File: config.mk
export PLATFORM = sky130hd
export DESIGN_NAME = ptb_front_flat
export DESIGN_NICKNAME = d
export VERILOG_FILES = /design/src/hw/rtl/ptb_pkg.sv /design/src/hw/rtl/ptb_in_if.sv /design/src/hw/rtl/ptb_ram.sv /design/src/hw/rtl/ptb_front.sv /design/src/flat_wrapper.sv
export SDC_FILE = /design/constraint.sdc
export NUM_CORES = 1
export LEC_CHECK = 0
export ABC_CLOCK_PERIOD_IN_PS = 8000
export BUFFER_PORTS_ARGS = -buffer_cell sky130_fd_sc_hd__buf_2
export CAP_MARGIN = 20
export CORE_ASPECT_RATIO = 0.5
export CORE_MARGIN = 1.5
export CORE_UTILIZATION = 45
export CTS_CLUSTER_DIAMETER = 60
export DETAILED_ROUTE_END_ITERATION = 10
export PLACE_DENSITY = 0.68
export SYNTH_ARGS = -nofsm -noshare
export SYNTH_HDL_FRONTEND = slang
export SYNTH_SLANG_ARGS = --single-unit
File: constraint.sdc
create_clock -name i_clk -period 8 [get_ports i_clk]
set_clock_uncertainty 0.1 [all_clocks]
set_input_delay 0.4 -clock i_clk [delete_from_list [all_inputs] [get_ports i_clk]]
set_output_delay 0.4 -clock i_clk [all_outputs]
set_load 0.02 [all_outputs]
File: src/hw/rtl/ptb_pkg.sv
`timescale 1ns / 1ps
`default_nettype none
// ----------------------------------------------------------------------------
// ptb_pkg - shared types and constants of the palette threshold blitter
// Panel geometry, palette size, request codes, queue entry and gray helper.
// ----------------------------------------------------------------------------
package ptb_pkg;

    // panel and palette geometry
    localparam int FB_WIDTH     = 1024;
    localparam int FB_HEIGHT    = 768;
    localparam int PALETTE_SIZE = 256;

    localparam int ROW_BYTES    = FB_WIDTH / 8;
    localparam int STORE_BYTES  = ROW_BYTES * FB_HEIGHT;
    localparam int VIS_WIDTH    = ROW_BYTES * 8;

    localparam int ADDR_W       = $clog2(STORE_BYTES);
    localparam int PAL_AW       = $clog2(PALETTE_SIZE);
    localparam int CFG_W        = 11;
    localparam int CFG_IDX_W    = 1;
    localparam int FB_ADDR_W    = 17;

    // signed widths of the shifted pixel position
    localparam int XW           = 14;
    localparam int YW           = 13;

    localparam int QDEPTH       = 4;
    localparam int QPTR_W       = $clog2(QDEPTH);
    localparam int QCNT_W       = $clog2(QDEPTH + 1);

    // request kinds
    localparam logic REQ_PALETTE = 1'b0;
    localparam logic REQ_PIXEL   = 1'b1;

    // configuration register indexes
    localparam logic [CFG_IDX_W-1:0] CFG_OFFSET_X = 1'd0;
    localparam logic [CFG_IDX_W-1:0] CFG_OFFSET_Y = 1'd1;

    // rgb565 gray weighting
    localparam logic [15:0] GRAY_R_MASK  = 16'hF800;
    localparam logic [15:0] GRAY_G_MASK  = 16'h07E0;
    localparam logic [15:0] GRAY_B_MASK  = 16'h001F;
    localparam int          GRAY_R_SHR   = 8;
    localparam int          GRAY_G_SHR   = 2;
    localparam int          GRAY_B_SHL   = 3;
    localparam int          GRAY_BIT     = 9;

    localparam logic [7:0]  PIX_MSB_MASK = 8'h80;

    // classified item between front and queue stage
    typedef struct packed {
        logic              write;
        logic [ADDR_W-1:0] addr;
        logic [2:0]        bit_pos;
        logic              pal_ok;
    } t_front;

    // queue entry handed to the back end
    typedef struct packed {
        logic              write;
        logic [ADDR_W-1:0] addr;
        logic [2:0]        bit_pos;
        logic              pix;
    } t_cmd;

    typedef struct packed {
        logic full;
        logic empty;
    } t_q_stat;

    function automatic logic gray_bit(input logic [15:0] color);
        logic [9:0] r_part;
        logic [9:0] g_part;
        logic [9:0] b_part;
        logic [9:0] gray;
        r_part = 10'((color & GRAY_R_MASK) >> GRAY_R_SHR);
        g_part = 10'((color & GRAY_G_MASK) >> GRAY_G_SHR);
        b_part = 10'((color & GRAY_B_MASK) << GRAY_B_SHL);
        gray   = r_part + g_part + b_part;
        return gray[GRAY_BIT];
    endfunction

endpackage
`default_nettype wire

File: src/hw/rtl/ptb_in_if.sv
`timescale 1ns / 1ps
`default_nettype none
// ----------------------------------------------------------------------------
// ptb_in_if - request channel of the blitter
// Palette loads and pixel draws with valid / ready handshake.
// ----------------------------------------------------------------------------
interface ptb_in_if;
    logic       valid;
    logic       ready;
    logic       req_type;
    logic [7:0] palette_index;
    logic [15:0] palette_color;
    logic [9:0] line_x;
    logic [9:0] line_y;
    logic [9:0] pixel_offset;
    logic [7:0] pixel_value;
    logic [7:0] transparent_index;
    logic [7:0] background_index;
    logic       uses_transparency;
    logic       restore_background;

    modport source (
        output valid, req_type, palette_index, palette_color, line_x, line_y,
               pixel_offset, pixel_value, transparent_index, background_index,
               uses_transparency, restore_background,
        input  ready
    );

    modport sink (
        input  valid, req_type, palette_index, palette_color, line_x, line_y,
               pixel_offset, pixel_value, transparent_index, background_index,
               uses_transparency, restore_background,
        output ready
    );
endinterface
`default_nettype wire

File: src/hw/rtl/ptb_ram.sv
`timescale 1ns / 1ps
`default_nettype none
// ----------------------------------------------------------------------------
// ptb_ram - generic simple dual port ram
// One write port, one read port with registered data (read returns old data).
// ----------------------------------------------------------------------------
module ptb_ram #(
    parameter int WIDTH = 8,
    parameter int DEPTH = 256
) (
    input  wire logic                     i_clk,
    input  wire logic                     i_we,
    input  wire logic [$clog2(DEPTH)-1:0] i_waddr,
    input  wire logic [WIDTH-1:0]         i_wdata,
    input  wire logic                     i_re,
    input  wire logic [$clog2(DEPTH)-1:0] i_raddr,
    output logic      [WIDTH-1:0]         o_rdata
);
    logic [WIDTH-1:0] r_mem [DEPTH];
    logic [WIDTH-1:0] r_rdata;

    always_ff @(posedge i_clk) begin
        if (i_we) begin
            r_mem[i_waddr] <= i_wdata;
        end
        if (i_re) begin
            r_rdata <= r_mem[i_raddr];
        end
    end

    assign o_rdata = r_rdata;
endmodule
`default_nettype wire

File: src/hw/rtl/ptb_front.sv
`timescale 1ns / 1ps
`default_nettype none
// ----------------------------------------------------------------------------
// ptb_front - request intake and classification
// Loads the palette, maps pixels, clips them and forms byte address and bit.
// ----------------------------------------------------------------------------
module ptb_front import ptb_pkg::*; (
    input  wire logic                    i_clk,
    input  wire logic                    i_rst_n,
    ptb_in_if.sink                       i_req,
    input  wire logic signed [CFG_W-1:0] i_offset_x,
    input  wire logic signed [CFG_W-1:0] i_offset_y,
    input  wire logic                    i_clearing,
    input  wire t_q_stat                 i_q_stat,
    output logic                         o_push,
    output t_cmd                         o_push_cmd
);
    logic                   accept;
    logic                   is_pix;
    logic                   is_transp;
    logic [7:0]             eff_index;
    logic                   skip;
    logic                   seg_clip;
    logic signed [XW-1:0]   x_pos;
    logic signed [YW-1:0]   y_pos;
    logic                   on_panel;
    logic [31:0]            lin_addr;
    logic                   addr_ok;
    logic                   pal_we;
    logic                   pal_rdata;
    t_front                 n_f1;
    t_front                 r_f1;
    logic                   r_f1_valid;

    assign accept      = i_req.valid && i_req.ready;
    assign i_req.ready = !i_clearing && (!r_f1_valid || !i_q_stat.full);

    always_comb begin
        is_pix    = (i_req.req_type == REQ_PIXEL);
        is_transp = (i_req.pixel_value == i_req.transparent_index);
        eff_index = (i_req.restore_background && is_transp) ? i_req.background_index
                                                            : i_req.pixel_value;
        skip      = !i_req.restore_background && i_req.uses_transparency && is_transp;
        seg_clip  = (XW'(i_req.pixel_offset) >= XW'(FB_WIDTH));

        // canvas position shifted by the centering offsets
        x_pos = signed'(XW'(i_req.line_x)) + signed'(XW'(i_req.pixel_offset))
              + XW'(i_offset_x);
        y_pos = signed'(YW'(i_req.line_y)) + YW'(i_offset_y);

        on_panel = !x_pos[XW-1] && (x_pos < XW'(VIS_WIDTH))
                && !y_pos[YW-1] && (y_pos < YW'(FB_HEIGHT));

        lin_addr = 32'(y_pos[YW-2:0]) * 32'(ROW_BYTES) + 32'(x_pos[XW-2:3]);
        addr_ok  = (lin_addr < 32'(STORE_BYTES));

        n_f1.write   = is_pix && !seg_clip && !skip && on_panel && addr_ok;
        n_f1.addr    = lin_addr[ADDR_W-1:0];
        n_f1.bit_pos = x_pos[2:0];
        n_f1.pal_ok  = ({1'b0, eff_index} < 9'(PALETTE_SIZE));

        pal_we = accept && !is_pix && ({1'b0, i_req.palette_index} < 9'(PALETTE_SIZE));
    end

    // one threshold bit per palette entry
    ptb_ram #(
        .WIDTH (1),
        .DEPTH (PALETTE_SIZE)
    ) u_palette (
        .i_clk   (i_clk),
        .i_we    (pal_we),
        .i_waddr (i_req.palette_index[PAL_AW-1:0]),
        .i_wdata (gray_bit(i_req.palette_color)),
        .i_re    (accept && is_pix),
        .i_raddr (eff_index[PAL_AW-1:0]),
        .o_rdata (pal_rdata)
    );

    always_ff @(posedge i_clk) begin
        if (!i_rst_n) begin
            r_f1_valid <= 1'b0;
        end else if (accept) begin
            r_f1_valid <= 1'b1;
        end else if (o_push) begin
            r_f1_valid <= 1'b0;
        end
    end

    always_ff @(posedge i_clk) begin
        if (accept) begin
            r_f1 <= n_f1;
        end
    end

    always_comb begin
        o_push             = r_f1_valid && !i_q_stat.full;
        o_push_cmd.write   = r_f1.write;
        o_push_cmd.addr    = r_f1.addr;
        o_push_cmd.bit_pos = r_f1.bit_pos;
        o_push_cmd.pix     = r_f1.pal_ok && pal_rdata;
    end
endmodule
`default_nettype wire

File: src/flat_wrapper.sv
// flat-port wrapper written by rule: the top's interface ports become plain ports
module ptb_front_flat import ptb_pkg::*;
  (i_clk, i_rst_n, i_offset_x, i_offset_y, i_clearing, i_q_stat, o_push, o_push_cmd, i_req_valid, i_req_req_type, i_req_palette_index, i_req_palette_color, i_req_line_x, i_req_line_y, i_req_pixel_offset, i_req_pixel_value, i_req_transparent_index, i_req_background_index, i_req_uses_transparency, i_req_restore_background, i_req_ready);
  ptb_in_if i_req_i ();
  input  wire logic i_clk;
  input  wire logic i_rst_n;
  input  wire logic signed [CFG_W-1:0] i_offset_x;
  input  wire logic signed [CFG_W-1:0] i_offset_y;
  input  wire logic i_clearing;
  input  wire t_q_stat i_q_stat;
  output logic o_push;
  output t_cmd o_push_cmd;
  input wire logic [$bits(i_req_i.valid)-1:0] i_req_valid;
  input wire logic [$bits(i_req_i.req_type)-1:0] i_req_req_type;
  input wire logic [$bits(i_req_i.palette_index)-1:0] i_req_palette_index;
  input wire logic [$bits(i_req_i.palette_color)-1:0] i_req_palette_color;
  input wire logic [$bits(i_req_i.line_x)-1:0] i_req_line_x;
  input wire logic [$bits(i_req_i.line_y)-1:0] i_req_line_y;
  input wire logic [$bits(i_req_i.pixel_offset)-1:0] i_req_pixel_offset;
  input wire logic [$bits(i_req_i.pixel_value)-1:0] i_req_pixel_value;
  input wire logic [$bits(i_req_i.transparent_index)-1:0] i_req_transparent_index;
  input wire logic [$bits(i_req_i.background_index)-1:0] i_req_background_index;
  input wire logic [$bits(i_req_i.uses_transparency)-1:0] i_req_uses_transparency;
  input wire logic [$bits(i_req_i.restore_background)-1:0] i_req_restore_background;
  output wire logic [$bits(i_req_i.ready)-1:0] i_req_ready;
  assign i_req_i.valid = i_req_valid;
  assign i_req_i.req_type = i_req_req_type;
  assign i_req_i.palette_index = i_req_palette_index;
  assign i_req_i.palette_color = i_req_palette_color;
  assign i_req_i.line_x = i_req_line_x;
  assign i_req_i.line_y = i_req_line_y;
  assign i_req_i.pixel_offset = i_req_pixel_offset;
  assign i_req_i.pixel_value = i_req_pixel_value;
  assign i_req_i.transparent_index = i_req_transparent_index;
  assign i_req_i.background_index = i_req_background_index;
  assign i_req_i.uses_transparency = i_req_uses_transparency;
  assign i_req_i.restore_background = i_req_restore_background;
  assign i_req_ready = i_req_i.ready;
  ptb_front u_core (.i_clk(i_clk), .i_rst_n(i_rst_n), .i_req(i_req_i), .i_offset_x(i_offset_x), .i_offset_y(i_offset_y), .i_clearing(i_clearing), .i_q_stat(i_q_stat), .o_push(o_push), .o_push_cmd(o_push_cmd));
endmodule
==> results.txt <==
----------------------------------------------------
[Pwr]
  Share of power burned in combinational logic ... 15.4%
  Static leakage ... 5.73 nW
  Sw Share ... 26.4%
  Max VDD drop ... 0.155 mV
  Internal portion of total power ... 0.00252 W
  Share of power burned in the clock network ... 35.0%
  Sequential power share ... 49.7%
  Switching pwr ... between 0.0009 and 0.001 W
  Power density over cell area ... 208 mW/mm^2

[Floorplan]
  I/O pin total ... about 130
  Initial Utilization ... 46.1%
  Horizontal die dimension ... about 260 um
  Number of standard-cell rows in the floorplan ... 46
  Area of the die ... about 0.034 mm^2
  Core area ... 0.0319 mm^2
  DIE HEIGHT ... between 100 and 150 um

[STA]
  Final max-slew violation count ... 0
  Total of endpoints with negative setup slack in the final report ... 0
  Unrepaired setup endpoints after global routing ... no
  Transition time of the tightest slew-check pin ... between 1 and 1.5 ns
  Maximum frequency from static timing analysis ... between 200 and 250 MHz
  Post-layout min period ... 4.75 ns
  Share of the clock period used by the worst path ... 59.4%
  Worst Hold Margin ... 0.0332 ns
  Max_slew headroom ... approximately 22%
  Setup Total Neg Slack ... 0 ns
  Final hold violation count ... 0

[Place]
  Quantity of I/O buffers inserted on ports ... ~130
  HPWL after DPL ... 23.2 mm
  Routability congestion estimate ... 0.931

[Detailed routing]
  Total Wirelength ... 37.1 mm
  DRT iter0 DRCs ... 1169
  Met2 Wirelength ... 18.2 mm
  Detailed route wirelength on metal3 ... 2.97 mm
  DRC violation count after routing ... 0
  Top sig layer ... met4
  Via density per instance ... 5.83
  Routed via count ... approximately 11000
  First-pass iteration count of the detailed router ... 5
  WL met1 ... 14.8 mm
  Antenna Nets Post-Route ... 0
  WL/cell ... 20.3 um

[Global routing]
  Overall fraction of global-route tracks in use ... between 20% and 30%
  Global route total overflow ... 0
  Maximum number of pins on one net before global-route repair ... 111
  Wire length of the first global-routing pass ... between 50 and 60 mm
  Vias in the first global route ... 10418
  Initial antenna violation count ... 0

[Layout]
  Nets ... between 1500 and 2000
  Most common cell after layout, fill and taps aside ... sky130_fd_sc_hd__nor2_1
  Layout cell share with drive strength beyond 1 ... 15.8%
  Share of the core filled with cells in the final layout ... 51.6%
  Number of inserted diodes ... 0
  Synth-to-Final Area Change ... 12.0%
  Leading cell types in the layout, fill and taps excluded ... sky130_fd_sc_hd__nor2_1 (290), sky130_fd_sc_hd__edfxtp_1 (278), sky130_fd_sc_hd__buf_2 (131)
  Number of inserted filler cells in the final layout ... about 2800

[Yosys]
  Post-synthesis mux area share ... under 10%
  Synth warnings ... 0
  Unique cell type count in the Yosys netlist ... just over 60
  Syn Std Cell Area ... 0.0147 mm^2
  Cells after Synth ... approximately 1300
  Combinational family with the most area after synthesis ... simple AND/OR/NAND/NOR gates
  Xor and xnor fraction of the mapped netlist area ... ~2.6%
  Number of synthesized flops with an enable pin ... approximately 280
  Post-synthesis area per instance ... 11.6 um^2
  Synth Area in Simple Gates ... 13.8%
  Total nets after synthesis ... 1432
  Post-synthesis async set-or-reset flop share ... 0%
  Most common flop cell mapped by yosys ... sky130_fd_sc_hd__edfxtp_1
  Area fraction in compound gates after synthesis ... 9.33%
  Proportion of synthesized chip area in sequential cells ... roughly 57%
  Post-synthesis register bit count ... 279
  Share of synthesized cell area in full adder, half adder and majority cells ... 4.43%

[Setup path]
  Type of the worst setup path ... primary input to flop
  CP Capture Type ... flop
  Startpoint type of the worst setup path ... primary input
  Arrival time of data at the critical path endpoint ... 4.95 ns
  Worst-path fanout max ... 25
  Worst path required time ... 8.21 ns

[Clock network]
  TritonCTS clock tree ... yes
  Number of levels the H-tree was split into ... 1
  Insertion delay of the later-clocked pin in the worst-skew pair ... 0.57 ns
  Number of clock sinks seen by CTS ... 279
  Num CTS Buffers ... 26
  Max clock buf depth ... 3
  Cts repair resizes ... 0
  Clock-pin slew on the worst setup and hold paths ... roughly 0.06 ns
  Cell at the root of the clock tree ... sky130_fd_sc_hd__clkbuf_16

[Hold path]
  Hold/Removal Path Class ... primary input to flop

[Status]
  Result of the run ... finished, final reports clean

[Run]
  Maximum Capacitance Violations ... 0

----------------------------------------------------
routing by layer:
metal | global-route usage [%] | vias to the layer above
li1 | - | 4896
met1 | 27.3 | 5184
met2 | 38.1 | 491
met3 | 3.13 | 70
met4 | 8.12 | 0
met5 | 0 | -
state kept, by name, summed over array words and instances (netlist names):
register	cells
u_core.r_f1_valid	1
u_core.u_palette.r_mem	256
u_core.o_push_cmd	21
u_core.u_palette.o_rdata	1
logic make-up after synthesis:
| family | after synthesis |
|---|---|
| AND/OR/NAND/NOR | 486 |
| flip-flops | 279 |
| AO/OA/AOI/OAI | 188 |
| multiplexers | 139 |
| buffers and inverters | 92 |
| adder cells (fa/ha/maj) | 48 |
| XOR/XNOR | 43 |
power groups by stage:
stage / clock network [W] / registers, W / logic (W)
5_1_grt: 0.00126 / 0.00170 / 0.000577
3_5_place_dp: 0 / 0.00173 / 0.000522
6_report: 0.00120 / 0.00170 / 0.000527
3_3_place_gp: 0 / 0.00173 / 0.000501
2_1_floorplan: 0 / 0.00178 / 0.000337
4_1_cts: 0.00121 / 0.00170 / 0.000525
worst max-delay path: stages:
cell and delay, ns:
sky130_fd_sc_hd__buf_2 0.41, sky130_fd_sc_hd__clkinv_1 0.66, sky130_fd_sc_hd__nor4_4 0.97, sky130_fd_sc_hd__nor2_4 0.38
sky130_fd_sc_hd__buf_4 0.38, sky130_fd_sc_hd__mux2_1 0.35, sky130_fd_sc_hd__nor2_1 0.09, sky130_fd_sc_hd__a211oi_1 0.07
sky130_fd_sc_hd__a311o_1 0.41, sky130_fd_sc_hd__a221o_1 0.31, sky130_fd_sc_hd__mux4_2 0.45
through the flow:
step                power [W]  cells  instance area, um^2  setup slack, ns
floorplan             0.00211   1275                14700             2.22
global placement      0.00223   1774                15600             2.88
detailed placement    0.00226   1775                15700             2.76
CTS                   0.00343   1824                16500             3.31
global route          0.00354   1825                16500             3.04
finish                0.00343   1825                16500             3.25
final timing paths:
check | to | depth (start not counted) | start | slack (ns)
max | u_core.u_palette.o_rdata | 11 | i_req_restore_background | 3.25
min | u_core.r_f1_valid | 3 | i_q_stat[1] | 0.03
min reg2reg | u_core.r_f1_valid | 2 | u_core.r_f1_valid | 0.38
max reg2reg | u_core.u_palette.o_rdata | 9 | u_core.u_palette.r_mem[82] | 5.07
cells in the mapped netlist, types with 6 or more instances:
| cell | instances | area share (%) |
|---|---|---|
| sky130_fd_sc_hd__nor2_1 | 290 | 7.4 |
| sky130_fd_sc_hd__edfxtp_1 | 278 | 57 |
| sky130_fd_sc_hd__nand2_1 | 107 | 2.7 |
| sky130_fd_sc_hd__mux2i_1 | 104 | 7.1 |
| sky130_fd_sc_hd__clkbuf_1 | 51 | 1.3 |
| sky130_fd_sc_hd__nand3_1 | 45 | 1.5 |
| sky130_fd_sc_hd__ha_1 | 41 | 3.5 |
| sky130_fd_sc_hd__a21oi_1 | 31 | 1.1 |
| sky130_fd_sc_hd__xnor2_1 | 30 | 1.8 |
| sky130_fd_sc_hd__o21ai_0 | 26 | 0.88 |
| sky130_fd_sc_hd__mux2_2 | 25 | 1.9 |
| sky130_fd_sc_hd__a31oi_1 | 21 | 0.89 |
| sky130_fd_sc_hd__a2111oi_0 | 19 | 1.1 |
| sky130_fd_sc_hd__a311oi_1 | 16 | 0.95 |
| sky130_fd_sc_hd__a32oi_1 | 13 | 0.77 |
| sky130_fd_sc_hd__inv_1 | 13 | 0.33 |
| sky130_fd_sc_hd__o221ai_1 | 13 | 0.77 |
| sky130_fd_sc_hd__nor2b_1 | 12 | 0.51 |
| sky130_fd_sc_hd__xor2_1 | 12 | 0.71 |
| sky130_fd_sc_hd__buf_6 | 10 | 0.76 |
| sky130_fd_sc_hd__a21o_1 | 9 | 0.46 |
| sky130_fd_sc_hd__o21bai_1 | 9 | 0.46 |
| sky130_fd_sc_hd__buf_2 | 8 | 0.27 |
| sky130_fd_sc_hd__mux2_1 | 8 | 0.61 |
| sky130_fd_sc_hd__fa_1 | 7 | 0.95 |
| sky130_fd_sc_hd__buf_4 | 6 | 0.31 |
final cells by class:
| class | count | area (um^2) | area share, % |
|---|---|---|---|
| clock inverters | 20 | 155 | 0.940 |
| flip-flops and latches | 279 | 8370 | 50.7 |
| repair buffers | 146 | 795 | 4.82 |
| clock buffers | 28 | 658 | 3.99 |
| multi-input cells | 904 | 5920 | 35.9 |
| well taps | 432 | 541 | 3.28 |
| inverters | 16 | 60.1 | 0.364 |
what timing repair did:
item / in CTS / in global routing
hold endpoints to repair: 1 / 0
buffers inserted: 0 / 0
hold buffers: 1 / 0
No activity file was read; power rests on OpenSTA's default activity.
