--- src/hw/rtl/ptb_pkg.sv ---
`timescale 1ns / 1ps
`default_nettype none
// ----------------------------------------------------------------------------
// ptb_pkg - shared types and constants of the palette threshold blitter
// Panel geometry, palette size, request codes, queue entry and gray helper.
// ----------------------------------------------------------------------------
package ptb_pkg;

    // panel and palette geometry
    localparam int FB_WIDTH     = 1024;
    localparam int FB_HEIGHT    = 768;
    localparam int PALETTE_SIZE = 256;

    localparam int ROW_BYTES    = FB_WIDTH / 8;
    localparam int STORE_BYTES  = ROW_BYTES * FB_HEIGHT;
    localparam int VIS_WIDTH    = ROW_BYTES * 8;

    localparam int ADDR_W       = $clog2(STORE_BYTES);
    localparam int PAL_AW       = $clog2(PALETTE_SIZE);
    localparam int CFG_W        = 11;
    localparam int CFG_IDX_W    = 1;
    localparam int FB_ADDR_W    = 17;

    // signed widths of the shifted pixel position
    localparam int XW           = 14;
    localparam int YW           = 13;

    localparam int QDEPTH       = 4;
    localparam int QPTR_W       = $clog2(QDEPTH);
    localparam int QCNT_W       = $clog2(QDEPTH + 1);

    // request kinds
    localparam logic REQ_PALETTE = 1'b0;
    localparam logic REQ_PIXEL   = 1'b1;

    // configuration register indexes
    localparam logic [CFG_IDX_W-1:0] CFG_OFFSET_X = 1'd0;
    localparam logic [CFG_IDX_W-1:0] CFG_OFFSET_Y = 1'd1;

    // rgb565 gray weighting
    localparam logic [15:0] GRAY_R_MASK  = 16'hF800;
    localparam logic [15:0] GRAY_G_MASK  = 16'h07E0;
    localparam logic [15:0] GRAY_B_MASK  = 16'h001F;
    localparam int          GRAY_R_SHR   = 8;
    localparam int          GRAY_G_SHR   = 2;
    localparam int          GRAY_B_SHL   = 3;
    localparam int          GRAY_BIT     = 9;

    localparam logic [7:0]  PIX_MSB_MASK = 8'h80;

    // classified item between front and queue stage
    typedef struct packed {
        logic              write;
        logic [ADDR_W-1:0] addr;
        logic [2:0]        bit_pos;
        logic              pal_ok;
    } t_front;

    // queue entry handed to the back end
    typedef struct packed {
        logic              write;
        logic [ADDR_W-1:0] addr;
        logic [2:0]        bit_pos;
        logic              pix;
    } t_cmd;

    typedef struct packed {
        logic full;
        logic empty;
    } t_q_stat;

    function automatic logic gray_bit(input logic [15:0] color);
        logic [9:0] r_part;
        logic [9:0] g_part;
        logic [9:0] b_part;
        logic [9:0] gray;
        r_part = 10'((color & GRAY_R_MASK) >> GRAY_R_SHR);
        g_part = 10'((color & GRAY_G_MASK) >> GRAY_G_SHR);
        b_part = 10'((color & GRAY_B_MASK) << GRAY_B_SHL);
        gray   = r_part + g_part + b_part;
        return gray[GRAY_BIT];
    endfunction

endpackage
`default_nettype wire

--- src/hw/rtl/ptb_queue.sv ---
`timescale 1ns / 1ps
`default_nettype none
// ----------------------------------------------------------------------------
// ptb_queue - short command queue between front and back
// Flop based fifo, head entry shown while not empty.
// ----------------------------------------------------------------------------
module ptb_queue import ptb_pkg::*; (
    input  wire logic i_clk,
    input  wire logic i_rst_n,
    input  wire logic i_push,
    input  wire t_cmd i_push_cmd,
    input  wire logic i_pop,
    output t_cmd      o_head,
    output t_q_stat   o_stat
);
    t_cmd              r_mem [QDEPTH];
    logic [QPTR_W-1:0] r_wr_ptr;
    logic [QPTR_W-1:0] r_rd_ptr;
    logic [QCNT_W-1:0] r_count;

    always_ff @(posedge i_clk) begin
        if (!i_rst_n) begin
            r_wr_ptr <= '0;
            r_rd_ptr <= '0;
            r_count  <= '0;
        end else begin
            if (i_push) begin
                r_wr_ptr <= r_wr_ptr + 1'b1;
            end
            if (i_pop) begin
                r_rd_ptr <= r_rd_ptr + 1'b1;
            end
            if (i_push && !i_pop) begin
                r_count <= r_count + 1'b1;
            end else if (i_pop && !i_push) begin
                r_count <= r_count - 1'b1;
            end
        end
    end

    always_ff @(posedge i_clk) begin
        if (i_push) begin
            r_mem[r_wr_ptr] <= i_push_cmd;
        end
    end

    assign o_head       = r_mem[r_rd_ptr];
    assign o_stat.full  = (r_count == QCNT_W'(QDEPTH));
    assign o_stat.empty = (r_count == '0);
endmodule
`default_nettype wire

--- config.mk ---
export PLATFORM = sky130hd
export DESIGN_NAME = ptb_queue
export DESIGN_NICKNAME = d
export VERILOG_FILES = /design/src/hw/rtl/ptb_pkg.sv /design/src/hw/rtl/ptb_queue.sv
export SDC_FILE = /design/constraint.sdc
export NUM_CORES = 1
export LEC_CHECK = 0
export ABC_CLOCK_PERIOD_IN_PS = 2100
export BUFFER_PORTS_ARGS = -buffer_cell sky130_fd_sc_hd__clkbuf_2
export CAP_MARGIN = 20
export CORE_MARGIN = 4
export CORE_UTILIZATION = 56
export DETAILED_ROUTE_END_ITERATION = 16
export PLACE_DENSITY = 0.78
export SYNTH_ARGS = -nofsm -noshare
export SYNTH_HDL_FRONTEND = slang
export SYNTH_SLANG_ARGS = --single-unit
--- constraint.sdc ---
create_clock -name i_clk -period 2.1 [get_ports i_clk]
set_input_delay 0.21 -clock i_clk [delete_from_list [all_inputs] [get_ports i_clk]]
set_output_delay 0.21 -clock i_clk [all_outputs]
set_load 0.05 [all_outputs]
==> impl_results.html, run 1 <==
<table>
<tr><th>Metric</th><th>Value</th></tr>
<tr><th colspan="2">Drt</th></tr>
<tr><td>Highest metal used</td><td>met4</td></tr>
<tr><td>Wl on met1</td><td>2160 um</td></tr>
<tr><td>Iter 0 DRT Violations</td><td>111</td></tr>
<tr><td>Mean number of vias per cell</td><td>5.44</td></tr>
<tr><td>WL per Instance</td><td>19.1 um</td></tr>
<tr><td>DRT antenna net count</td><td>0</td></tr>
<tr><td>Met2 routed wirelength</td><td>3300 um</td></tr>
<tr><td>Number of detailed-route iterations in the first pass</td><td>4</td></tr>
<tr><td>Total via count after detailed routing</td><td>1,637</td></tr>
<tr><td>Met3 routed WL</td><td>241 um</td></tr>
<tr><td>Detailed Route WL</td><td>5750 um</td></tr>
<tr><td>Number of remaining DRC errors</td><td>0</td></tr>
<tr><th colspan="2">Place</th></tr>
<tr><td>IO Port Bufs</td><td>49</td></tr>
<tr><td>Gp weighted congestion</td><td>0.687</td></tr>
<tr><td>Post-Place Cells</td><td>284</td></tr>
<tr><td>DPL Wire Length</td><td>3800 um</td></tr>
<tr><th colspan="2">Power and ir drop</th></tr>
<tr><td>Worst vdd rail ir drop</td><td>0.553 mV</td></tr>
<tr><td>Share of total power consumed by net switching</td><td>27.2%</td></tr>
<tr><td>Cell internal power dissipation</td><td>2.84 mW</td></tr>
<tr><td>Static Leakage</td><td>1.47 nW</td></tr>
<tr><td>Share of power burned in registers</td><td>57.5%</td></tr>
<tr><td>Clock power frac</td><td>25.4%</td></tr>
<tr><td>Relative contribution of combinational cells to total power</td><td>17.1%</td></tr>
<tr><td>Pwr dens</td><td>939 nW/um^2</td></tr>
<tr><td>Switching power summed over all nets</td><td>1.06 mW</td></tr>
<tr><th colspan="2">Die</th></tr>
<tr><td>Placement Rows</td><td>29</td></tr>
<tr><td>Die X</td><td>88.4 um</td></tr>
<tr><td>IO Pins</td><td>50</td></tr>
<tr><td>Die Footprint</td><td>7820 um^2</td></tr>
<tr><td>Die Span Y</td><td>88.4 um</td></tr>
<tr><td>Total core area</td><td>6310 um^2</td></tr>
<tr><td>Starting utilization of the core area</td><td>57.4%</td></tr>
<tr><th colspan="2">Synthesis</th></tr>
<tr><td>Count of unique library cells instantiated by Yosys</td><td>20</td></tr>
<tr><td>Flip-flop and latch count after synthesis</td><td>97</td></tr>
<tr><td>Netlist area before placement</td><td>3620 um^2</td></tr>
<tr><td>Per-instance average area after synthesis</td><td>23.1 um^2</td></tr>
<tr><td>Gate count after technology mapping</td><td>157</td></tr>
<tr><td>Nets in the synthesized netlist</td><td>189</td></tr>
<tr><td>Warnings from Yosys</td><td>0</td></tr>
<tr><td>Seq/Total Area, Yosys</td><td>77.9%</td></tr>
<tr><th colspan="2">Finish</th></tr>
<tr><td>Proportion of layout cells with a drive suffix above 1</td><td>40.6%</td></tr>
<tr><td>Area overhead of the layout relative to synthesis</td><td>14.8%</td></tr>
<tr><td>Fillers</td><td>425</td></tr>
<tr><td>Commonest cells after routing, fill and taps aside</td><td>88 x sky130_fd_sc_hd__edfxtp_1, 49 x sky130_fd_sc_hd__clkbuf_2, 20 x sky130_fd_sc_hd__mux4_2</td></tr>
<tr><td>Most common cell after layout, fill and taps aside</td><td>sky130_fd_sc_hd__edfxtp_1</td></tr>
<tr><td>Final Instance Count excl. Fillers</td><td>301</td></tr>
<tr><td>Total number of nets in the final design</td><td>251</td></tr>
<tr><td>Inserted Diodes</td><td>0</td></tr>
<tr><th colspan="2">Clock network</th></tr>
<tr><td>Maximum level of the CTS H-tree</td><td>3</td></tr>
<tr><td>Number of buffers created by CTS</td><td>9</td></tr>
<tr><td>Clock tree from TritonCTS</td><td>yes</td></tr>
<tr><td>Library cell used as clock root buffer</td><td>sky130_fd_sc_hd__clkbuf_8</td></tr>
<tr><td>Count of buffers added by post-CTS timing repair for setup</td><td>0</td></tr>
<tr><td>TritonCTS Sinks</td><td>97</td></tr>
<tr><td>Post-CTS Hold Fix Bufs</td><td>0</td></tr>
<tr><td>Clock latency at the later pin of the worst-skew pair</td><td>0.34 ns</td></tr>
<tr><td>Largest buffer count on any clock path</td><td>2</td></tr>
<tr><td>Total of cells resized after clock tree synthesis</td><td>0</td></tr>
<tr><td>Clock slew at the register clock pins of the worst setup and hold paths</td><td>0.09 ns</td></tr>
<tr><th colspan="2">Worst setup path</th></tr>
<tr><td>Start-to-end type of the worst setup path</td><td>flip-flop to primary output</td></tr>
<tr><td>Category of the worst setup path capture point</td><td>primary output</td></tr>
<tr><td>WP data required</td><td>1.89 ns</td></tr>
<tr><td>Endpoint arrival time on the critical path</td><td>1.73 ns</td></tr>
<tr><td>Startpoint Class</td><td>flip-flop</td></tr>
<tr><td>Top fanout value on the critical path</td><td>22</td></tr>
<tr><th colspan="2">Global route</th></tr>
<tr><td>Global routing usage summed across all routing layers</td><td>16.1%</td></tr>
<tr><td>Number of antenna violations at the first check in global routing</td><td>0</td></tr>
<tr><td>First-pass GRT wire length</td><td>8950 um</td></tr>
<tr><td>Global-route congestion overflow total</td><td>0</td></tr>
<tr><td>Via count of the first global-routing pass</td><td>1,791</td></tr>
<tr><td>Maximum number of pins on one net before global-route repair</td><td>23</td></tr>
<tr><th colspan="2">STA</th></tr>
<tr><td>Max-slew headroom at the worst pin</td><td>68.2%</td></tr>
<tr><td>Setup TNS</td><td>0 ns</td></tr>
<tr><td>Max Transition Viols Final</td><td>0</td></tr>
<tr><td>Final clock period utilization by the worst path</td><td>92.6%</td></tr>
<tr><td>Minimum clock period after layout</td><td>1.94 ns</td></tr>
<tr><td>Hold WS</td><td>0.0843 ns</td></tr>
<tr><td>Endpoints failing hold</td><td>0</td></tr>
<tr><td>Total of endpoints with negative setup slack in the final report</td><td>0</td></tr>
<tr><td>Max Clock Freq</td><td>514 MHz</td></tr>
<tr><td>Worst slew pin tran</td><td>0.476 ns</td></tr>
<tr><td>Final clock skew</td><td>0.00632 ns</td></tr>
<tr><td>Setup repair after global routing missed its margin</td><td>no</td></tr>
<tr><th colspan="2">Min path</th></tr>
<tr><td>Worst hold path type</td><td>input port to flip-flop</td></tr>
<tr><th colspan="2">Job</th></tr>
<tr><td>Number of max-cap violations</td><td>0</td></tr>
<tr><th colspan="2">Status</th></tr>
<tr><td>Status</td><td>finished, final reports clean</td></tr>
</table>
==> through the flow <==
stage	area, um^2	worst slack, ns	utilization, %	power, mW
floorplan	3620	0.388	-	2.79
global placement	3980	0.316	63.1	2.94
detailed placement	3980	0.231	63.1	2.97
CTS	4150	0.108	65.7	3.94
global route	4160	0.0422	65.9	4.08
finish	4160	0.156	65.9	3.91
==> cell usage after synthesis <==
cell,n,area (um^2)
sky130_fd_sc_hd__mux4_2,20,450
sky130_fd_sc_hd__nand2_1,1,3.75
sky130_fd_sc_hd__dfxtp_1,9,180
sky130_fd_sc_hd__fa_1,1,20.0
sky130_fd_sc_hd__and2_1,9,56.3
sky130_fd_sc_hd__buf_6,2,22.5
sky130_fd_sc_hd__or3_1,1,6.26
sky130_fd_sc_hd__buf_2,2,10.0
sky130_fd_sc_hd__nor3_1,1,5.00
sky130_fd_sc_hd__xor2_1,3,26.3
sky130_fd_sc_hd__a21boi_0,1,7.51
sky130_fd_sc_hd__xnor2_1,2,17.5
sky130_fd_sc_hd__ha_1,5,62.6
sky130_fd_sc_hd__edfxtp_1,88,2640
sky130_fd_sc_hd__mux2i_1,2,20.0
sky130_fd_sc_hd__mux4_1,2,52.6
sky130_fd_sc_hd__nor3b_1,1,7.51
sky130_fd_sc_hd__inv_1,4,15.0
sky130_fd_sc_hd__nor2b_1,2,12.5
sky130_fd_sc_hd__o21ai_0,1,5.00
==> worst paths after layout <==
kind             startpoint      endpoint  slack [ns]  depth (start not counted)
min          i_push_cmd[13]  r_mem[1][13]        0.08                          1
max reg2reg      r_count[0]    r_count[2]        0.49                          4
max               flip-flop    o_head[17]        0.16                          3
min reg2reg      r_count[2]    r_count[2]        0.58                          2
==> cell families (layout without fill, tap and decap cells) <==
group | count (synthesis) | count (layout) | synth area share, %
and+or+nand+nor | 15 | 15 | 2.52
AOI/OAI and AO/OA | 2 | 2 | 0.345
xor gates and xnor gates | 5 | 5 | 1.21
muxes | 24 | 24 | 14.4
buffers and inverters | 8 | 75 | 1.31
DFF | 97 | 97 | 77.9
adders and majority gates | 6 | 6 | 2.28
==> routing by layer <==
metal  global-route usage [%]  up-vias
met2                     29.8       29
met3                     4.75        2
li1                         -      761
met1                     17.7      845
met5                        0        -
met4                     5.36        0
==> critical path, cell delays in order, from the launching register on <==
cell and delay (ns):
sky130_fd_sc_hd__dfxtp_2 0.34, sky130_fd_sc_hd__buf_12 0.20, sky130_fd_sc_hd__mux4_1 0.59, sky130_fd_sc_hd__clkbuf_2 0.26
==> cell type report <==
type                    instances  area [um^2]  area share, %
clock inverters                 7         37.5          0.902
repair buffers                 55          310           7.46
inverters                       4         15.0          0.361
flip-flops and latches         97         2820           67.9
clock buffers                   9          124           2.98
multi-input cells              52          753           18.1
well taps                      77         96.3           2.32
==> flip-flops by register name, summed over array words and instances, names as in the netlist, named ones only <==
name and count:
r_mem 88, r_count 3, r_rd_ptr 2, r_wr_ptr 2
==> power by group through the flow <==
| stage | Clock (mW) | Sequential (mW) | Combinational (mW) |
|---|---|---|---|
| 2_1_floorplan | 0 | 2.28 | 0.505 |
| 3_3_place_gp | 0 | 2.28 | 0.652 |
| 3_5_place_dp | 0 | 2.29 | 0.673 |
| 4_1_cts | 1.02 | 2.25 | 0.675 |
| 5_1_grt | 1.12 | 2.26 | 0.709 |
| 6_report | 0.993 | 2.25 | 0.668 |
Power figures use the tool's default switching activity.
==> inputs of run 2 (changes only) <==
ABC_CLOCK_PERIOD_IN_PS = 2200   (was 2100)
CORE_ASPECT_RATIO = 0.75   (was not set)
CORE_UTILIZATION = 59   (was 56)
CTS_BUF_LIST = sky130_fd_sc_hd__clkbuf_4 sky130_fd_sc_hd__clkbuf_8   (was not set)
PLACE_DENSITY = 0.82   (was 0.78)
clock period = 2.2 ns   (was 2.1 ns; I/O delays follow)
==> impl_results.html, run 2 (synthesis gave the netlist of run 1 again) <==
<table>
<tr><th>Metric</th><th>Value</th></tr>
<tr><th colspan="2">Power and ir drop</th></tr>
<tr><td>Worst vdd rail ir drop</td><td>0.592 mV (was 0.553 mV)</td></tr>
<tr><td>Static Leakage</td><td>1.50 nW (was 1.47 nW)</td></tr>
<tr><td>Pwr dens</td><td>948 nW/um^2 (was 939 nW/um^2)</td></tr>
<tr><th colspan="2">Finish</th></tr>
<tr><td>Final Instance Count excl. Fillers</td><td>301 (unchanged)</td></tr>
<tr><td>Proportion of layout cells with a drive suffix above 1</td><td>40.8% (was 40.6%)</td></tr>
<tr><td>Area overhead of the layout relative to synthesis</td><td>17.7% (was 14.8%)</td></tr>
<tr><td>Final instance area</td><td>4270 um^2 (was 4160 um^2)</td></tr>
<tr><td>Inserted Diodes</td><td>0 (unchanged)</td></tr>
<tr><td>Final core utilization</td><td>72.5% (was 65.9%)</td></tr>
<tr><td>Max FFs per register</td><td>88 (unchanged)</td></tr>
<tr><td>Largest registers</td><td>r_mem (88), r_count (3) (unchanged)</td></tr>
<tr><td>Most common cell after layout, fill and taps aside</td><td>sky130_fd_sc_hd__edfxtp_1 (unchanged)</td></tr>
<tr><td>Commonest cells after routing, fill and taps aside</td><td>88 x sky130_fd_sc_hd__edfxtp_1, 49 x sky130_fd_sc_hd__clkbuf_2, 20 x sky130_fd_sc_hd__mux4_2 (unchanged)</td></tr>
<tr><td>Total number of nets in the final design</td><td>250 (was 251)</td></tr>
<tr><td>Biggest register</td><td>r_mem (unchanged)</td></tr>
<tr><th colspan="2">Worst setup path</th></tr>
<tr><td>WP data required</td><td>1.98 ns (was 1.89 ns)</td></tr>
<tr><td>Start-to-end type of the worst setup path</td><td>flip-flop to primary output (unchanged)</td></tr>
<tr><td>Top fanout value on the critical path</td><td>17 (was 22)</td></tr>
<tr><td>Startpoint Class</td><td>flip-flop (unchanged)</td></tr>
<tr><td>Worst flop-to-flop path startpoint</td><td>r_wr_ptr[0] (was r_count[0])</td></tr>
<tr><td>Endpoint of the lowest-slack register-to-register path</td><td>r_mem[2][3] (was r_count[2])</td></tr>
<tr><td>Endpoint arrival time on the critical path</td><td>1.85 ns (was 1.73 ns)</td></tr>
<tr><td>Path depth of the worst reg2reg path</td><td>3 (was 4)</td></tr>
<tr><td>Register-to-Register Setup Slack</td><td>0.37 ns (was 0.49 ns)</td></tr>
<tr><td>Category of the worst setup path capture point</td><td>primary output (unchanged)</td></tr>
<tr><th colspan="2">STA</th></tr>
<tr><td>Setup repair after global routing missed its margin</td><td>no (unchanged)</td></tr>
<tr><td>Endpoints failing hold</td><td>0 (unchanged)</td></tr>
<tr><td>Max Transition Viols Final</td><td>0 (unchanged)</td></tr>
<tr><td>Max-slew headroom at the worst pin</td><td>30.4% (was 68.2%)</td></tr>
<tr><td>Total of endpoints with negative setup slack in the final report</td><td>0 (unchanged)</td></tr>
<tr><td>Setup TNS</td><td>0 ns (unchanged)</td></tr>
<tr><td>Final clock period utilization by the worst path</td><td>94.0%</td></tr>
<tr><td>Max Clock Freq</td><td>484 MHz</td></tr>
<tr><td>Hold WS</td><td>0.0892 ns (was 0.0843 ns)</td></tr>
<tr><td>Minimum clock period after layout</td><td>2.07 ns</td></tr>
<tr><td>Worst slew pin tran</td><td>1.04 ns (was 0.476 ns)</td></tr>
<tr><td>Final clock skew</td><td>0.0179 ns (was 0.00632 ns)</td></tr>
<tr><th colspan="2">Global route</th></tr>
<tr><td>Number of antenna violations at the first check in global routing</td><td>0 (unchanged)</td></tr>
<tr><td>Global routing usage summed across all routing layers</td><td>16.7% (was 16.1%)</td></tr>
<tr><td>Via count of the first global-routing pass</td><td>1,713 (was 1,791)</td></tr>
<tr><td>First-pass GRT wire length</td><td>8980 um (was 8950 um)</td></tr>
<tr><td>Global-route congestion overflow total</td><td>0 (unchanged)</td></tr>
<tr><td>Maximum number of pins on one net before global-route repair</td><td>23 (unchanged)</td></tr>
<tr><th colspan="2">Die</th></tr>
<tr><td>Die Footprint</td><td>7470 um^2 (was 7820 um^2)</td></tr>
<tr><td>Total core area</td><td>5890 um^2 (was 6310 um^2)</td></tr>
<tr><td>Die Span Y</td><td>75.9 um (was 88.4 um)</td></tr>
<tr><td>Die X</td><td>98.5 um (was 88.4 um)</td></tr>
<tr><td>Starting utilization of the core area</td><td>61.6% (was 57.4%)</td></tr>
<tr><td>IO Pins</td><td>50 (unchanged)</td></tr>
<tr><td>Placement Rows</td><td>24 (was 29)</td></tr>
<tr><th colspan="2">Clock network</th></tr>
<tr><td>Clock tree from TritonCTS</td><td>yes (unchanged)</td></tr>
<tr><td>Post-CTS Hold Fix Bufs</td><td>0 (unchanged)</td></tr>
<tr><td>Clock slew at the register clock pins of the worst setup and hold paths</td><td>0.09 ns (about the same)</td></tr>
<tr><td>Count of buffers added by post-CTS timing repair for setup</td><td>0 (unchanged)</td></tr>
<tr><td>Largest buffer count on any clock path</td><td>2 (unchanged)</td></tr>
<tr><td>Maximum level of the CTS H-tree</td><td>3 (unchanged)</td></tr>
<tr><td>Library cell used as clock root buffer</td><td>sky130_fd_sc_hd__clkbuf_8 (unchanged)</td></tr>
<tr><td>TritonCTS Sinks</td><td>97 (unchanged)</td></tr>
<tr><td>Total of cells resized after clock tree synthesis</td><td>0 (unchanged)</td></tr>
<tr><td>Number of buffers created by CTS</td><td>9 (unchanged)</td></tr>
<tr><td>Clock latency at the later pin of the worst-skew pair</td><td>0.35 ns (was 0.34 ns)</td></tr>
<tr><th colspan="2">Drt</th></tr>
<tr><td>Number of detailed-route iterations in the first pass</td><td>5 (was 4)</td></tr>
<tr><td>Mean number of vias per cell</td><td>5.58 (was 5.44)</td></tr>
<tr><td>Total via count after detailed routing</td><td>1,679 (was 1,637)</td></tr>
<tr><td>Detailed Route WL</td><td>5970 um (was 5750 um)</td></tr>
<tr><td>WL per Instance</td><td>19.8 um (was 19.1 um)</td></tr>
<tr><td>Number of remaining DRC errors</td><td>0 (unchanged)</td></tr>
<tr><td>DRT antenna net count</td><td>0 (unchanged)</td></tr>
<tr><td>Iter 0 DRT Violations</td><td>83 (was 111)</td></tr>
<tr><th colspan="2">Place</th></tr>
<tr><td>Total placed instance area</td><td>3980 um^2 (about the same)</td></tr>
<tr><td>DPL Wire Length</td><td>3800 um (about the same)</td></tr>
<tr><td>Post-Place Cells</td><td>283 (was 284)</td></tr>
<tr><td>IO Port Bufs</td><td>49 (unchanged)</td></tr>
<tr><td>Gp weighted congestion</td><td>0.643 (was 0.687)</td></tr>
<tr><th colspan="2">Job</th></tr>
<tr><td>Number of max-cap violations</td><td>0 (unchanged)</td></tr>
<tr><th colspan="2">Status</th></tr>
<tr><td>Status</td><td>finished, final reports clean (unchanged)</td></tr>
<tr><th colspan="2">Min path</th></tr>
<tr><td>Hold Startpoint</td><td>i_push_cmd[10] (was i_push_cmd[13])</td></tr>
<tr><td>Worst hold path type</td><td>input port to flip-flop (unchanged)</td></tr>
<tr><td>Worst Hold Depth</td><td>1 (unchanged)</td></tr>
<tr><td>Hold EP</td><td>r_mem[0][10] (was r_mem[1][13])</td></tr>
</table>
-- run 2: cell types whose count changed in the layout (fill, tap and decap cells not counted), sizes merged --
cell / change
bufinv: +2
clkbuf: +3
clkinv: -6
clkinvlp: +1
buf: -1
-- run 2: area by class of cell --
cell class | instances | area (um^2)
Clock inverter | 4 | 76.3
Clock buffer | 12 | 153
Fill cell | 355 | 1620
Timing Repair Buffer | 54 | 348
Tap cell | 78 | 97.6
Inverter | 4 | 15.0
Sequential cell | 97 | 2820
Multi-Input combinational cell | 52 | 753
-- run 2: worst max-delay path: stages (launching register included) --
cell and delay (ns):
sky130_fd_sc_hd__dfxtp_2 0.46, sky130_fd_sc_hd__buf_12 0.22, sky130_fd_sc_hd__mux4_2 0.56, sky130_fd_sc_hd__clkbuf_2 0.26
-- run 2: stage by stage --
stage | setup WS (ns) | power [mW]
after floorplan | 0.478 | 2.66
after global placement | 0.411 | 2.80
after detailed placement | 0.294 | 2.83
after CTS | 0.0919 | 4.06
after global routing | 0.0554 | 4.19
final | 0.133 | 4.05
-- run 2: worst max path at each step --
stage | to | slack, ns | cells after the start | start
after floorplan | o_stat[1] | 0.48 | 1 | r_count[1]
after global placement | r_mem[0][14] | 0.41 | 3 | r_wr_ptr[0]
after detailed placement | r_mem[1][5] | 0.29 | 3 | r_wr_ptr[1]
after CTS | o_head[12] | 0.09 | 3 | flip-flop
after global routing | o_head[12] | 0.06 | 3 | flip-flop
final | o_head[12] | 0.13 | 3 | flip-flop
-- run 2: metal layers --
layer	vias up	routed length (um)	global-route usage, %
li1	764	-	-
met1	859	2490	20.6
met2	52	3080	29.1
met3	4	343	5.49
met4	0	53	4.70
met5	-	0	0
-- run 2: report_power, final --
| part | switching [mW] | internal (mW) | leakage (nW) |
|---|---|---|---|
| clock network | 0.546 | 0.699 | 0.114 |
| logic | 0.433 | 0.216 | 0.505 |
| registers | 0.0418 | 2.11 | 0.883 |
==> inputs of run 3 (changes only) <==
ABC_CLOCK_PERIOD_IN_PS = not set   (was 2200)
PLACE_DENSITY = not set   (was 0.82)
PLACE_DENSITY_LB_ADDON = 0.2   (was not set)
==> impl_results.html, run 3 (synthesis gave the netlist of run 1 again) <==
<table>
<tr><th>Metric</th><th>Value</th></tr>
<tr><th colspan="2">Drt</th></tr>
<tr><td>Detailed Route WL</td><td>5730 um (was 5970 um)</td></tr>
<tr><td>Number of detailed-route iterations in the first pass</td><td>4 (was 5)</td></tr>
<tr><td>Total via count after detailed routing</td><td>1,662 (was 1,679)</td></tr>
<tr><td>DRT antenna net count</td><td>0 (unchanged)</td></tr>
<tr><td>Number of remaining DRC errors</td><td>0 (unchanged)</td></tr>
<tr><td>Iter 0 DRT Violations</td><td>83 (unchanged)</td></tr>
<tr><td>WL per Instance</td><td>18.8 um (was 19.8 um)</td></tr>
<tr><td>Mean number of vias per cell</td><td>5.47 (was 5.58)</td></tr>
<tr><th colspan="2">Finish</th></tr>
<tr><td>Inserted Diodes</td><td>0 (unchanged)</td></tr>
<tr><td>Final Instance Count excl. Fillers</td><td>304 (was 301)</td></tr>
<tr><td>Biggest register</td><td>r_mem (unchanged)</td></tr>
<tr><td>Max FFs per register</td><td>88 (unchanged)</td></tr>
<tr><td>Area overhead of the layout relative to synthesis</td><td>17.2% (was 17.7%)</td></tr>
<tr><td>Most common cell after layout, fill and taps aside</td><td>sky130_fd_sc_hd__edfxtp_1 (unchanged)</td></tr>
<tr><td>Total number of nets in the final design</td><td>253 (was 250)</td></tr>
<tr><td>Commonest cells after routing, fill and taps aside</td><td>88 x sky130_fd_sc_hd__edfxtp_1, 49 x sky130_fd_sc_hd__clkbuf_2, 20 x sky130_fd_sc_hd__mux4_2 (unchanged)</td></tr>
<tr><td>Proportion of layout cells with a drive suffix above 1</td><td>41.6% (was 40.8%)</td></tr>
<tr><td>Largest registers</td><td>r_mem (88), r_count (3) (unchanged)</td></tr>
<tr><th colspan="2">Power and ir drop</th></tr>
<tr><td>Pwr dens</td><td>918 nW/um^2 (was 948 nW/um^2)</td></tr>
<tr><td>Static Leakage</td><td>1.49 nW (was 1.50 nW)</td></tr>
<tr><td>Worst vdd rail ir drop</td><td>0.701 mV (was 0.592 mV)</td></tr>
<tr><th colspan="2">STA</th></tr>
<tr><td>Setup repair after global routing missed its margin</td><td>no (unchanged)</td></tr>
<tr><td>Final clock period utilization by the worst path</td><td>89.1% (was 94.0%)</td></tr>
<tr><td>Minimum clock period after layout</td><td>1.96 ns (was 2.07 ns)</td></tr>
<tr><td>Setup TNS</td><td>0 ns (unchanged)</td></tr>
<tr><td>Max Clock Freq</td><td>510 MHz (was 484 MHz)</td></tr>
<tr><td>Final clock skew</td><td>0.0120 ns (was 0.0179 ns)</td></tr>
<tr><td>Endpoints failing hold</td><td>0 (unchanged)</td></tr>
<tr><td>Max Transition Viols Final</td><td>0 (unchanged)</td></tr>
<tr><td>Total of endpoints with negative setup slack in the final report</td><td>0 (unchanged)</td></tr>
<tr><td>Max-slew headroom at the worst pin</td><td>68.9% (was 30.4%)</td></tr>
<tr><td>Worst slew pin tran</td><td>0.467 ns (was 1.04 ns)</td></tr>
<tr><th colspan="2">Clock network</th></tr>
<tr><td>Maximum level of the CTS H-tree</td><td>3 (unchanged)</td></tr>
<tr><td>Clock tree from TritonCTS</td><td>yes (unchanged)</td></tr>
<tr><td>Count of buffers added by post-CTS timing repair for setup</td><td>0 (unchanged)</td></tr>
<tr><td>Post-CTS Hold Fix Bufs</td><td>0 (unchanged)</td></tr>
<tr><td>TritonCTS Sinks</td><td>97 (unchanged)</td></tr>
<tr><td>Clock slew at the register clock pins of the worst setup and hold paths</td><td>0.09 ns (about the same)</td></tr>
<tr><td>Clock latency at the later pin of the worst-skew pair</td><td>0.35 ns (about the same)</td></tr>
<tr><td>Total of cells resized after clock tree synthesis</td><td>0 (unchanged)</td></tr>
<tr><td>Library cell used as clock root buffer</td><td>sky130_fd_sc_hd__clkbuf_8 (unchanged)</td></tr>
<tr><td>Number of buffers created by CTS</td><td>9 (unchanged)</td></tr>
<tr><td>Largest buffer count on any clock path</td><td>2 (unchanged)</td></tr>
<tr><th colspan="2">Global route</th></tr>
<tr><td>Global-route congestion overflow total</td><td>0 (unchanged)</td></tr>
<tr><td>First-pass GRT wire length</td><td>9020 um (was 8980 um)</td></tr>
<tr><td>Via count of the first global-routing pass</td><td>1,791 (was 1,713)</td></tr>
<tr><td>Global routing usage summed across all routing layers</td><td>16.6% (was 16.7%)</td></tr>
<tr><td>Maximum number of pins on one net before global-route repair</td><td>23 (unchanged)</td></tr>
<tr><td>Number of antenna violations at the first check in global routing</td><td>0 (unchanged)</td></tr>
<tr><th colspan="2">Worst setup path</th></tr>
<tr><td>Register-to-Register Setup Slack</td><td>0.65 ns (was 0.37 ns)</td></tr>
<tr><td>Endpoint arrival time on the critical path</td><td>1.74 ns (was 1.85 ns)</td></tr>
<tr><td>Start-to-end type of the worst setup path</td><td>flip-flop to primary output (unchanged)</td></tr>
<tr><td>Cell at the slowest stage of the critical path</td><td>sky130_fd_sc_hd__mux4_1 (was sky130_fd_sc_hd__mux4_2)</td></tr>
<tr><td>Cells traversed along the worst timing path</td><td>buf_12, mux4_1, clkbuf_2 (was buf_12, mux4_2, clkbuf_2)</td></tr>
<tr><td>Startpoint Class</td><td>flip-flop (unchanged)</td></tr>
<tr><td>Top fanout value on the critical path</td><td>22 (was 17)</td></tr>
<tr><td>Buf+Inv Stages, Crit Path</td><td>2 (unchanged)</td></tr>
<tr><td>Category of the worst setup path capture point</td><td>primary output (unchanged)</td></tr>
<tr><td>Cell family contributing the most delay on the critical path</td><td>multiplexers (unchanged)</td></tr>
<tr><td>Worst stage delay on the critical path</td><td>0.59 ns (was 0.56 ns)</td></tr>
<tr><td>WP data required</td><td>1.98 ns (about the same)</td></tr>
<tr><th colspan="2">Die</th></tr>
<tr><td>Die X</td><td>98.5 um (unchanged)</td></tr>
<tr><td>Die Footprint</td><td>7470 um^2 (unchanged)</td></tr>
<tr><td>IO Pins</td><td>50 (unchanged)</td></tr>
<tr><td>Starting utilization of the core area</td><td>61.6% (unchanged)</td></tr>
<tr><td>Placement Rows</td><td>24 (unchanged)</td></tr>
<tr><td>Die Span Y</td><td>75.9 um (unchanged)</td></tr>
<tr><td>Total core area</td><td>5890 um^2 (unchanged)</td></tr>
<tr><th colspan="2">Min path</th></tr>
<tr><td>Worst hold path type</td><td>input port to flip-flop (unchanged)</td></tr>
<tr><th colspan="2">Place</th></tr>
<tr><td>Gp weighted congestion</td><td>0.726 (was 0.643)</td></tr>
<tr><td>Post-Place Cells</td><td>286 (was 283)</td></tr>
<tr><td>DPL Wire Length</td><td>3840 um (was 3800 um)</td></tr>
<tr><td>IO Port Bufs</td><td>49 (unchanged)</td></tr>
<tr><th colspan="2">Status</th></tr>
<tr><td>Status</td><td>finished, final reports clean (unchanged)</td></tr>
<tr><th colspan="2">Job</th></tr>
<tr><td>Number of max-cap violations</td><td>0 (unchanged)</td></tr>
</table>
[run 3: changes by cell type in the layout (fill, tap and decap cells not counted)]
cell / change
sky130_fd_sc_hd__buf_4: +4
sky130_fd_sc_hd__clkinvlp_4: +2
sky130_fd_sc_hd__buf_12: -1
sky130_fd_sc_hd__bufinv_16: -1
sky130_fd_sc_hd__clkbuf_4: -1
sky130_fd_sc_hd__clkbuf_8: -1
sky130_fd_sc_hd__clkinv_2: +1
sky130_fd_sc_hd__clkinv_4: -1
sky130_fd_sc_hd__inv_6: +1
[run 3: report_power, final]
part,total (mW),switching [mW],internal (mW)
clock network,1.10,0.559,0.539
registers,2.14,0.0354,2.11
logic,0.655,0.438,0.216
[run 3: final cells by class]
cell class,instances,area [um^2]
Multi-Input combinational cell,52,753
Sequential cell,97,2820
Tap cell,78,97.6
Clock inverter,6,66.3
Fill cell,377,1640
Clock buffer,10,131
Inverter,4,15.0
Timing Repair Buffer,57,358
[run 3: path summary, 6_finish.rpt]
kind	cells past startpoint	to	from
min	1	r_mem[2][20]	i_push_cmd[20]
max	3	o_head[8]	flip-flop
min reg2reg	2	r_count[2]	r_count[2]
max reg2reg	4	r_mem[0][15]	r_wr_ptr[0]
[run 3: routing by layer]
layer	global-route usage [%]	up-vias	share of wire, %
li1	-	769	-
met1	20.0	844	40
met2	29.2	46	54
met3	5.67	3	5.3
met4	5.00	0	0.47
met5	0	-	0
[run 3: through the flow]
stage	utilization, %	power, mW	hold WS [ns]	worst slack [ns]	cell area, um^2
after detailed placement	67.8	2.83	0.441	0.309	3990
final	72.1	3.90	0.0843	0.240	4250
after CTS	71.2	3.92	0.0686	0.205	4190
after floorplan	-	2.66	0.319	0.478	3620
after global placement	67.8	2.80	0.434	0.416	3990
after global routing	72.1	4.06	0.0659	0.158	4250
